<file path="src/rtl/cfd_pkg.sv">
// Shared types and constants for the chat frame deframer.
// Holds character codes, class and status codes and the result type.
// No dependencies.
`default_nettype none

package cfd_pkg;

   localparam logic [7:0]  BarChar     = 8'h7C;
   localparam logic [7:0]  VersionChar = 8'h31;
   localparam logic [7:0]  DigitZero   = 8'h30;
   localparam logic [7:0]  DigitNine   = 8'h39;
   localparam logic [16:0] LenCap      = 17'd99999;

   localparam logic [23:0] CodeNam = 24'h4E414D;
   localparam logic [23:0] CodeSet = 24'h534554;
   localparam logic [23:0] CodeMsg = 24'h4D5347;
   localparam logic [23:0] CodeWho = 24'h57484F;

   typedef enum logic {
      KIND_BYTE    = 1'b0,
      KIND_VERDICT = 1'b1
   } kind_type;

   typedef enum logic [2:0] {
      CLS_NAM   = 3'd0,
      CLS_SET   = 3'd1,
      CLS_MSG   = 3'd2,
      CLS_WHO   = 3'd3,
      CLS_OTHER = 3'd4
   } class_type;

   typedef enum logic [2:0] {
      ST_OK           = 3'd0,
      ST_BAD_HEADER   = 3'd1,
      ST_BAD_END      = 3'd2,
      ST_UNKNOWN_CODE = 3'd3,
      ST_FEW_FIELDS   = 3'd4
   } status_type;

   typedef struct packed {
      kind_type    item_kind;
      status_type  status;
      logic [16:0] body_length;
      class_type   code_class;
      logic [1:0]  field_index;
      logic [7:0]  data_byte;
   } result_type;

endpackage

`default_nettype wire

</file>
<file path="src/rtl/cfd_parser.sv">
// Byte-serial frame parser: header, length, body count-out and verdict.
// Depends on cfd_pkg for character codes and the result type.
`default_nettype none

module cfd_parser (
   input  wire logic               clock,
   input  wire logic               reset,
   input  wire logic               byte_valid,
   input  wire logic [7:0]         byte_data,
   input  wire logic [16:0]        max_len,
   output logic                    res_valid,
   output cfd_pkg::result_type     res
);

   typedef enum logic [1:0] {
      PH_VERSION,
      PH_CODE,
      PH_LENGTH,
      PH_BODY
   } phase_type;

   phase_type   phase_ff, phase_in;
   logic        version_good_ff, version_good_in;
   logic [1:0]  version_count_ff, version_count_in;
   logic [23:0] code_chars_ff, code_chars_in;
   logic [2:0]  code_count_ff, code_count_in;
   logic [16:0] length_accum_ff, length_accum_in;
   logic        length_bad_ff, length_bad_in;
   logic        digit_seen_ff, digit_seen_in;
   logic [16:0] bytes_left_ff, bytes_left_in;
   logic [1:0]  bars_ff, bars_in;
   logic        stopped_ff, stopped_in;

   cfd_pkg::class_type  cls;
   cfd_pkg::status_type end_status;
   logic [16:0] limit;
   logic [19:0] length_next;
   logic        is_bar;
   logic        is_digit;
   logic        hdr_good;

   always_comb begin
      if (code_count_ff != 3'd3) begin
         cls = cfd_pkg::CLS_OTHER;
      end else begin
         case (code_chars_ff)
            cfd_pkg::CodeNam: cls = cfd_pkg::CLS_NAM;
            cfd_pkg::CodeSet: cls = cfd_pkg::CLS_SET;
            cfd_pkg::CodeMsg: cls = cfd_pkg::CLS_MSG;
            cfd_pkg::CodeWho: cls = cfd_pkg::CLS_WHO;
            default:          cls = cfd_pkg::CLS_OTHER;
         endcase
      end
   end

   assign is_bar    = (byte_data == cfd_pkg::BarChar);
   assign is_digit  = (byte_data >= cfd_pkg::DigitZero) && (byte_data <= cfd_pkg::DigitNine);
   assign limit     = (max_len < cfd_pkg::LenCap) ? max_len : cfd_pkg::LenCap;
   // accum * 10 + digit as shift-add
   assign length_next = {length_accum_ff, 3'b000} + {2'b00, length_accum_ff, 1'b0}
                      + {16'd0, byte_data[3:0]};
   assign hdr_good  = (version_count_ff == 2'd1) && version_good_ff && digit_seen_ff
                    && !length_bad_ff;

   always_comb begin
      if (!is_bar) begin
         end_status = cfd_pkg::ST_BAD_END;
      end else if (cls == cfd_pkg::CLS_OTHER) begin
         end_status = cfd_pkg::ST_UNKNOWN_CODE;
      end else if (cls == cfd_pkg::CLS_MSG && bars_ff < 2'd2) begin
         end_status = cfd_pkg::ST_FEW_FIELDS;
      end else begin
         end_status = cfd_pkg::ST_OK;
      end
   end

   always_comb begin
      phase_in         = phase_ff;
      version_good_in  = version_good_ff;
      version_count_in = version_count_ff;
      code_chars_in    = code_chars_ff;
      code_count_in    = code_count_ff;
      length_accum_in  = length_accum_ff;
      length_bad_in    = length_bad_ff;
      digit_seen_in    = digit_seen_ff;
      bytes_left_in    = bytes_left_ff;
      bars_in          = bars_ff;
      stopped_in       = stopped_ff;
      res_valid        = 1'b0;
      res.item_kind    = cfd_pkg::KIND_VERDICT;
      res.status       = cfd_pkg::ST_OK;
      res.body_length  = 17'd0;
      res.code_class   = cls;
      res.field_index  = 2'd0;
      res.data_byte    = 8'd0;

      if (byte_valid && !stopped_ff) begin
         case (phase_ff)
            PH_CODE: begin
               if (is_bar) begin
                  phase_in = PH_LENGTH;
               end else if (code_count_ff < 3'd3) begin
                  code_chars_in = {code_chars_ff[15:0], byte_data};
                  code_count_in = code_count_ff + 3'd1;
               end else begin
                  code_count_in = 3'd4;
               end
            end
            PH_LENGTH: begin
               if (is_bar) begin
                  if (!hdr_good || length_accum_ff == 17'd0) begin
                     res_valid  = 1'b1;
                     res.status = hdr_good ? cfd_pkg::ST_BAD_END
                                           : cfd_pkg::ST_BAD_HEADER;
                     stopped_in = 1'b1;
                  end else begin
                     bytes_left_in = length_accum_ff;
                     bars_in       = 2'd0;
                     phase_in      = PH_BODY;
                  end
               end else if (is_digit) begin
                  digit_seen_in = 1'b1;
                  if (!length_bad_ff) begin
                     if (length_next > {3'b000, limit}) begin
                        length_bad_in = 1'b1;
                     end else begin
                        length_accum_in = length_next[16:0];
                     end
                  end
               end else begin
                  length_bad_in = 1'b1;
               end
            end
            PH_BODY: begin
               if (bytes_left_ff <= 17'd1) begin
                  res_valid       = 1'b1;
                  res.status      = end_status;
                  res.body_length = length_accum_ff;
                  if (end_status != cfd_pkg::ST_OK) begin
                     stopped_in = 1'b1;
                  end
               end else begin
                  bytes_left_in = bytes_left_ff - 17'd1;
                  if (cls == cfd_pkg::CLS_MSG && is_bar && bars_ff < 2'd2) begin
                     // consume a field separator
                     bars_in = bars_ff + 2'd1;
                  end else begin
                     res_valid       = 1'b1;
                     res.item_kind   = cfd_pkg::KIND_BYTE;
                     res.body_length = length_accum_ff;
                     res.data_byte   = byte_data;
                     res.field_index = (cls == cfd_pkg::CLS_MSG) ? bars_ff : 2'd0;
                  end
               end
            end
            default: begin
               if (is_bar) begin
                  phase_in = PH_CODE;
               end else begin
                  version_good_in = (version_count_ff == 2'd0)
                                  && (byte_data == cfd_pkg::VersionChar);
                  if (version_count_ff < 2'd2) begin
                     version_count_in = version_count_ff + 2'd1;
                  end
               end
            end
         endcase

         // every verdict closes the frame: clear the frame state
         if (res_valid && res.item_kind == cfd_pkg::KIND_VERDICT) begin
            phase_in         = PH_VERSION;
            version_good_in  = 1'b0;
            version_count_in = 2'd0;
            code_chars_in    = 24'd0;
            code_count_in    = 3'd0;
            length_accum_in  = 17'd0;
            length_bad_in    = 1'b0;
            digit_seen_in    = 1'b0;
            bytes_left_in    = 17'd0;
            bars_in          = 2'd0;
         end
      end
   end

   always_ff @(posedge clock) begin
      if (reset) begin
         phase_ff         <= PH_VERSION;
         version_good_ff  <= 1'b0;
         version_count_ff <= 2'd0;
         code_chars_ff    <= 24'd0;
         code_count_ff    <= 3'd0;
         length_accum_ff  <= 17'd0;
         length_bad_ff    <= 1'b0;
         digit_seen_ff    <= 1'b0;
         bytes_left_ff    <= 17'd0;
         bars_ff          <= 2'd0;
         stopped_ff       <= 1'b0;
      end else begin
         phase_ff         <= phase_in;
         version_good_ff  <= version_good_in;
         version_count_ff <= version_count_in;
         code_chars_ff    <= code_chars_in;
         code_count_ff    <= code_count_in;
         length_accum_ff  <= length_accum_in;
         length_bad_ff    <= length_bad_in;
         digit_seen_ff    <= digit_seen_in;
         bytes_left_ff    <= bytes_left_in;
         bars_ff          <= bars_in;
         stopped_ff       <= stopped_in;
      end
   end

   a_stopped_sticky: assert property (@(posedge clock) disable iff (reset)
      stopped_ff |=> stopped_ff)
      else $error("parser left the stopped state without reset");

   a_stopped_silent: assert property (@(posedge clock) disable iff (reset)
      stopped_ff |-> !res_valid)
      else $error("stopped parser produced a result");

   a_body_count: assert property (@(posedge clock) disable iff (reset)
      (phase_ff == PH_BODY) |-> (bytes_left_ff != 17'd0 && length_accum_ff != 17'd0))
      else $error("body phase with nothing to count");

endmodule

`default_nettype wire

</file>
<file path="src/rtl/chat_frame_deframer.sv">
// Chat frame deframer top level: length register, parser and result skid stage.
// Depends on cfd_pkg and cfd_parser.
// A parser result is registered in the output register, or in the skid entry.
// Throughput: one byte per cycle while the skid is free; the two-entry result
// stage (output register plus skid) takes a byte while a finished result waits.
// Reset (synchronous, active high): parser at the start of a frame and running,
// result stage empty, maximum body length back to 99999.
`default_nettype none

module chat_frame_deframer (
   input  wire logic        clock,
   input  wire logic        reset,
   // input byte stream
   input  wire logic        req_tvalid,
   output logic             req_tready,
   input  wire logic [7:0]  req_tdata,   // [7:0] in_byte
   // result stream
   output logic             rsp_tvalid,
   input  wire logic        rsp_tready,
   // [7:0] data_byte, [9:8] field_index, [12:10] code_class,
   // [29:13] body_length, [32:30] status, [39:33] zero
   output logic [39:0]      rsp_tdata,
   output logic             rsp_tuser,   // [0] item_kind
   output logic             rsp_tlast,   // frame_last
   // configuration
   input  wire logic        csr_we,
   input  wire logic [16:0] csr_wdata   // max_body_length
);

   logic                 max_len_ff;
   logic [16:0]          max_len_val_ff;
   logic                 req_fire;
   logic                 res_valid;
   cfd_pkg::result_type  res;
   logic                 out_valid_ff;
   cfd_pkg::result_type  out_ff;
   logic                 skid_valid_ff;
   cfd_pkg::result_type  skid_ff;
   logic                 rsp_fire;

   // Hold the maximum body length; the user must write it only while the block is idle (unchecked by the block).
   always_ff @(posedge clock) begin
      if (reset) begin
         max_len_val_ff <= cfd_pkg::LenCap;
         max_len_ff     <= 1'b0;
      end else begin
         if (csr_we) begin
            max_len_val_ff <= csr_wdata;
         end
         max_len_ff <= csr_we;
      end
   end

   // Take a byte whenever the skid entry is free: the output register may
   // still hold a stalled result.
   assign req_tready = !skid_valid_ff;
   assign req_fire   = req_tvalid && req_tready;
   assign rsp_fire   = out_valid_ff && rsp_tready;

   cfd_parser u_parser (
      .clock      (clock),
      .reset      (reset),
      .byte_valid (req_fire),
      .byte_data  (req_tdata),
      .max_len    (max_len_val_ff),
      .res_valid  (res_valid),
      .res        (res)
   );

   // Result stage: advance the skid entry first, else load a fresh result;
   // park a fresh result in the skid entry while the output stalls.
   always_ff @(posedge clock) begin
      if (reset) begin
         out_valid_ff  <= 1'b0;
         skid_valid_ff <= 1'b0;
      end else begin
         if (!out_valid_ff || rsp_fire) begin
            if (skid_valid_ff) begin
               out_valid_ff  <= 1'b1;
               skid_valid_ff <= 1'b0;
            end else begin
               out_valid_ff <= res_valid;
            end
         end else if (res_valid) begin
            skid_valid_ff <= 1'b1;
         end
      end
   end

   always_ff @(posedge clock) begin
      if (!out_valid_ff || rsp_fire) begin
         out_ff <= skid_valid_ff ? skid_ff : res;
      end else if (res_valid) begin
         skid_ff <= res;
      end
   end

   assign rsp_tvalid = out_valid_ff;
   assign rsp_tuser  = out_ff.item_kind;
   assign rsp_tlast  = (out_ff.item_kind == cfd_pkg::KIND_VERDICT);
   assign rsp_tdata  = {7'd0, out_ff.status, out_ff.body_length, out_ff.code_class,
                        out_ff.field_index, out_ff.data_byte};

   a_skid_behind_out: assert property (@(posedge clock) disable iff (reset)
      skid_valid_ff |-> out_valid_ff)
      else $error("skid entry holds a result while the output register is empty");

   a_byte_fields: assert property (@(posedge clock) disable iff (reset)
      (rsp_tvalid && rsp_tuser == cfd_pkg::KIND_BYTE) |->
         (rsp_tdata[32:30] == cfd_pkg::ST_OK && rsp_tdata[9:8] != 2'd3))
      else $error("body byte transfer with a status or a bad field index");

   a_header_verdict: assert property (@(posedge clock) disable iff (reset)
      (rsp_tvalid && rsp_tdata[32:30] == cfd_pkg::ST_BAD_HEADER) |->
         (rsp_tdata[29:13] == 17'd0 && rsp_tdata[7:0] == 8'd0))
      else $error("bad header verdict carries a body length or data");

   a_csr_seen: assert property (@(posedge clock) disable iff (reset)
      max_len_ff |-> (max_len_val_ff == $past(csr_wdata)))
      else $error("length register missed a write");

endmodule

`default_nettype wire

</file>
<file path="config.mk">
export PLATFORM = sky130hd
export DESIGN_NAME = chat_frame_deframer
export DESIGN_NICKNAME = d
export VERILOG_FILES = /design/src/rtl/cfd_pkg.sv /design/src/rtl/cfd_parser.sv /design/src/rtl/chat_frame_deframer.sv
export SDC_FILE = /design/constraint.sdc
export NUM_CORES = 1
export LEC_CHECK = 0
export BUFFER_PORTS_ARGS = -buffer_cell sky130_fd_sc_hd__buf_4
export CORE_UTILIZATION = 45
export CTS_BUF_LIST = sky130_fd_sc_hd__clkbuf_4 sky130_fd_sc_hd__clkbuf_8
export DETAILED_ROUTE_END_ITERATION = 10
export PLACE_DENSITY = 0.65
export SLEW_MARGIN = 20
export SYNTH_ARGS = -nofsm -noshare
export SYNTH_HDL_FRONTEND = slang
export SYNTH_SLANG_ARGS = --single-unit
</file>
<file path="constraint.sdc">
create_clock -name clock -period 4.5 [get_ports clock]
set_input_delay 0.225 -clock clock [delete_from_list [all_inputs] [get_ports clock]]
set_output_delay 0.225 -clock clock [all_outputs]
set_load 0.02 [all_outputs]
</file>
==> impl_metrics.ini <==
[sta]
worst_slack_ps = -94.2
rsz0062_at_grt = true
fmax_mhz = 218
tns_ps = -565
setup_viol = 13
skew_ps = 13.8
slew_headroom_pct = 27.9
worst_pin_slew_ps = 1080
fin_hold_ws_ps = 42.6
finalCriticalPeriod_ps = 4590
finalCritPeriodShare_pct = 102
finalHoldViolations = 0
slew_viol_final = 0

[critical_path]
critPathCapture = u_parser.length_accum_ff[0]
crit_chain = inv_2, fa_1, inv_2, fa_2, a211oi_2, nor2_1, o41a_1, o41a_1, a31oi_1, xnor2_1, ha_1, nand3_2, nor4_2, mux2i_1, a2111oi_2, o311ai_1, a2111oi_2, buf_4, mux2i_1
r2r_cells = 19
crit_arrival_ps = 4980
end_kind = flop
crit_buf_inv = 3
crit_required_ps = 4890
regToRegEndpoint = u_parser.length_accum_ff[0]
critical_path.top_delay_family = compound AO/OA/AOI/OAI gates
cp-startpoint = u_parser.length_accum_ff[0]
crit_cells = 19
startpoint_type = flop
critPathKind = flop to flop
worst-path-max-fanout = 3
r2r_slack_ps = -90
cpPeakStageDelay_ps = 510
r2r_start = u_parser.length_accum_ff[0]
cpMaxStageDelayCell = fa_1

[placed_design]
io_buffers = 66
place_ws_ps = -451
dp_hpwl_um = 15200
place_congestion = 0.894

[synth]
ys_seq_area_share_pct = 44.5
synth_top_area_share_pct = 23.6
ys_ff_latch = 158
synth.largest_area_cell = edfxtp_1
ys_types = 74
ys_warn_count = 0
syn_area_per_cell_um2 = 9.70
synthTopCellsByArea = edfxtp_1, dfxtp_1, ha_1
postSynthCellCount = 891
synth_area_um2 = 8640
synth-edff-count = 68
async_reset_ff_share_pct = 0
synth_top_flop_cell = dfxtp_1

[global_routing]
grt_overflow = 0
antenna_found_initial = 0
grt_pass1_wl_um = 34100
grt_max_degree = 38
first_global_vias = 6639
grtUsageTotal_pct = 21.8

[pwr]
combPwrFrac_pct = 5.1
internal_power_w = 0.00219
clockPowerShare_pct = 42.7
seq_power_share_pct = 52.1
peakVddDrop_mv = 0.163
p_switching_w = 0.000688
total_leakage_power_nw = 4.51
switching_share_pct = 23.9
power.density_nw_per_um2 = 275

[die]
rows = 50
start_util_pct = 46.1
fp.dieW_um = 141
io_pins = 74
die_h_um = 141
dieArea_um2 = 19800
core_um2 = 18800

[drt]
vias = 7108
drc = 0
wl_um = 21100
dr.pass1.iters = 7
wire_per_inst_um = 16.7
drt-vias-per-instance = 5.61
antenna_left = 0
drt_iter0_drc = 503

[clocking]
cts_root_buf = clkbuf_8
clk_path_buf_depth = 2
cts_tree = built
cts_buffers = 17
clkLatencyLatePin_ps = 460
clk_pin_slew_worst_paths_ps = 90
cts.sinks = 158
htreeDepth = 4

[final_layout]
area_growth_pct = 21.1
diodes = 0
final_nets = 1111
finish.utilization_pct = 55.8
layout_common_cells = buf_4, nand2_1, dfxtp_1, nor2_1, edfxtp_1
drive_gt1_share_pct = 19.4
final_common_cell = buf_4

[worst_hold_path]
hp-class = input pin to flop
hold_start = req_tdata[3]

[run_status]
violations = setup timing
status = finished, violations left

[job]
maxCapViolations = 0
==> state kept, by name, summed over array words and instances (netlist names), 2 cells and up <==
signal,cells
u_parser.phase_ff,2
u_parser.version_count_ff,2
u_parser.length_accum_ff,17
u_parser.code_chars_ff,24
skid_ff,34
max_len_val_ff,17
u_parser.bars_ff,2
u_parser.bytes_left_ff,17
u_parser.code_count_ff,3
rsp_tdata,33
==> per-stage QoR <==
| stage | std cells | power, W | instance area, um^2 |
|---|---|---|---|
| 2_1_floorplan | 897 | 0.00162 | 8680 |
| 3_3_place_gp | 1211 | 0.00166 | 9680 |
| 3_5_place_dp | 1211 | 0.00167 | 9680 |
| 5_1_grt | 1266 | 0.00297 | 10500 |
| 4_1_cts | 1260 | 0.00290 | 10300 |
| 6_report | 1266 | 0.00288 | 10500 |
==> layout make-up <==
class,count,area (um^2)
inverter,30,113
multi-input combinational,668,4580
clock buffer,18,241
fill,1670,8300
timing repair buffer,144,1170
sequential,158,3850
tap,234,293
clock inverter,14,220
==> kinds of logic (layout without fill, tap and decap cells) <==
family                     count (synthesis)  in the layout  share of synthesized area, %
xor gates and xnor gates                  20             20                          2.03
buffers and inverters                     71            206                          3.82
adders and majority gates                 62             62                          9.15
DFF                                      158            158                          44.5
and+or+nand+nor                          337            337                          19.9
muxes                                     38             38                          4.44
other                                      1              7                        0.0434
AOI/OAI and AO/OA                        204            204                          16.2
==> synthesized netlist by cell type, drive strengths merged, types with 25 or more instances <==
master   n
and2    26
inv     30
nand2   98
nor2    74
nand3   25
a21o    37
ha      60
dfxtp   90
nor3    25
a21oi   47
o21ai   40
mux2i   35
edfxtp  68
==> per-layer routing <==
| layer | share of wire (%) | track usage [%] | wire length (um) | vias up |
|---|---|---|---|---|
| li1 | - | - | - | 3515 |
| met1 | 48 | 29.2 | 10100 | 3375 |
| met2 | 47 | 36.1 | 9800 | 184 |
| met3 | 4.0 | 3.53 | 836 | 34 |
| met4 | 1.8 | 7.21 | 378 | 0 |
| met5 | 0 | 0 | 0 | - |
==> power by group through the flow <==
stage / registers [W] / logic, W / clock network, W
floorplan: 0.00153 / 0.0000839 / 0
global placement: 0.00153 / 0.000131 / 0
detailed placement: 0.00153 / 0.000133 / 0
CTS: 0.00150 / 0.000144 / 0.00125
global route: 0.00150 / 0.000163 / 0.00131
finish: 0.00150 / 0.000147 / 0.00123
==> worst reg2reg max path: cells and delay by family, from the launching register on <==
kind,cells,cell delay [ps]
fa+ha+maj,3,1190
flops,1,350
mux,2,290
xor+xnor,1,120
simple gates,3,300
buf+inv,3,260
compound gates,7,2000
==> worst min-delay path by stage <==
stage | end | slack [ps] | cells after the start
floorplan | max_len_val_ff[16] | 350 | 2
global route | u_parser.code_chars_ff[7] | 40 | 2
CTS | u_parser.code_chars_ff[3] | 20 | 3
detailed placement | max_len_val_ff[16] | 440 | 3
global placement | max_len_val_ff[9] | 440 | 3
finish | u_parser.code_chars_ff[3] | 40 | 3
==> timing repair <==
item,in CTS,in global routing
pin swaps,4,5
endpoints found under the hold margin,17,0
gates resized for setup,5,14
setup endpoints to repair,1,18
cloned,0,2
hold buffers,17,0
buffers inserted,0,4
(Power assumes the default switching activity.)
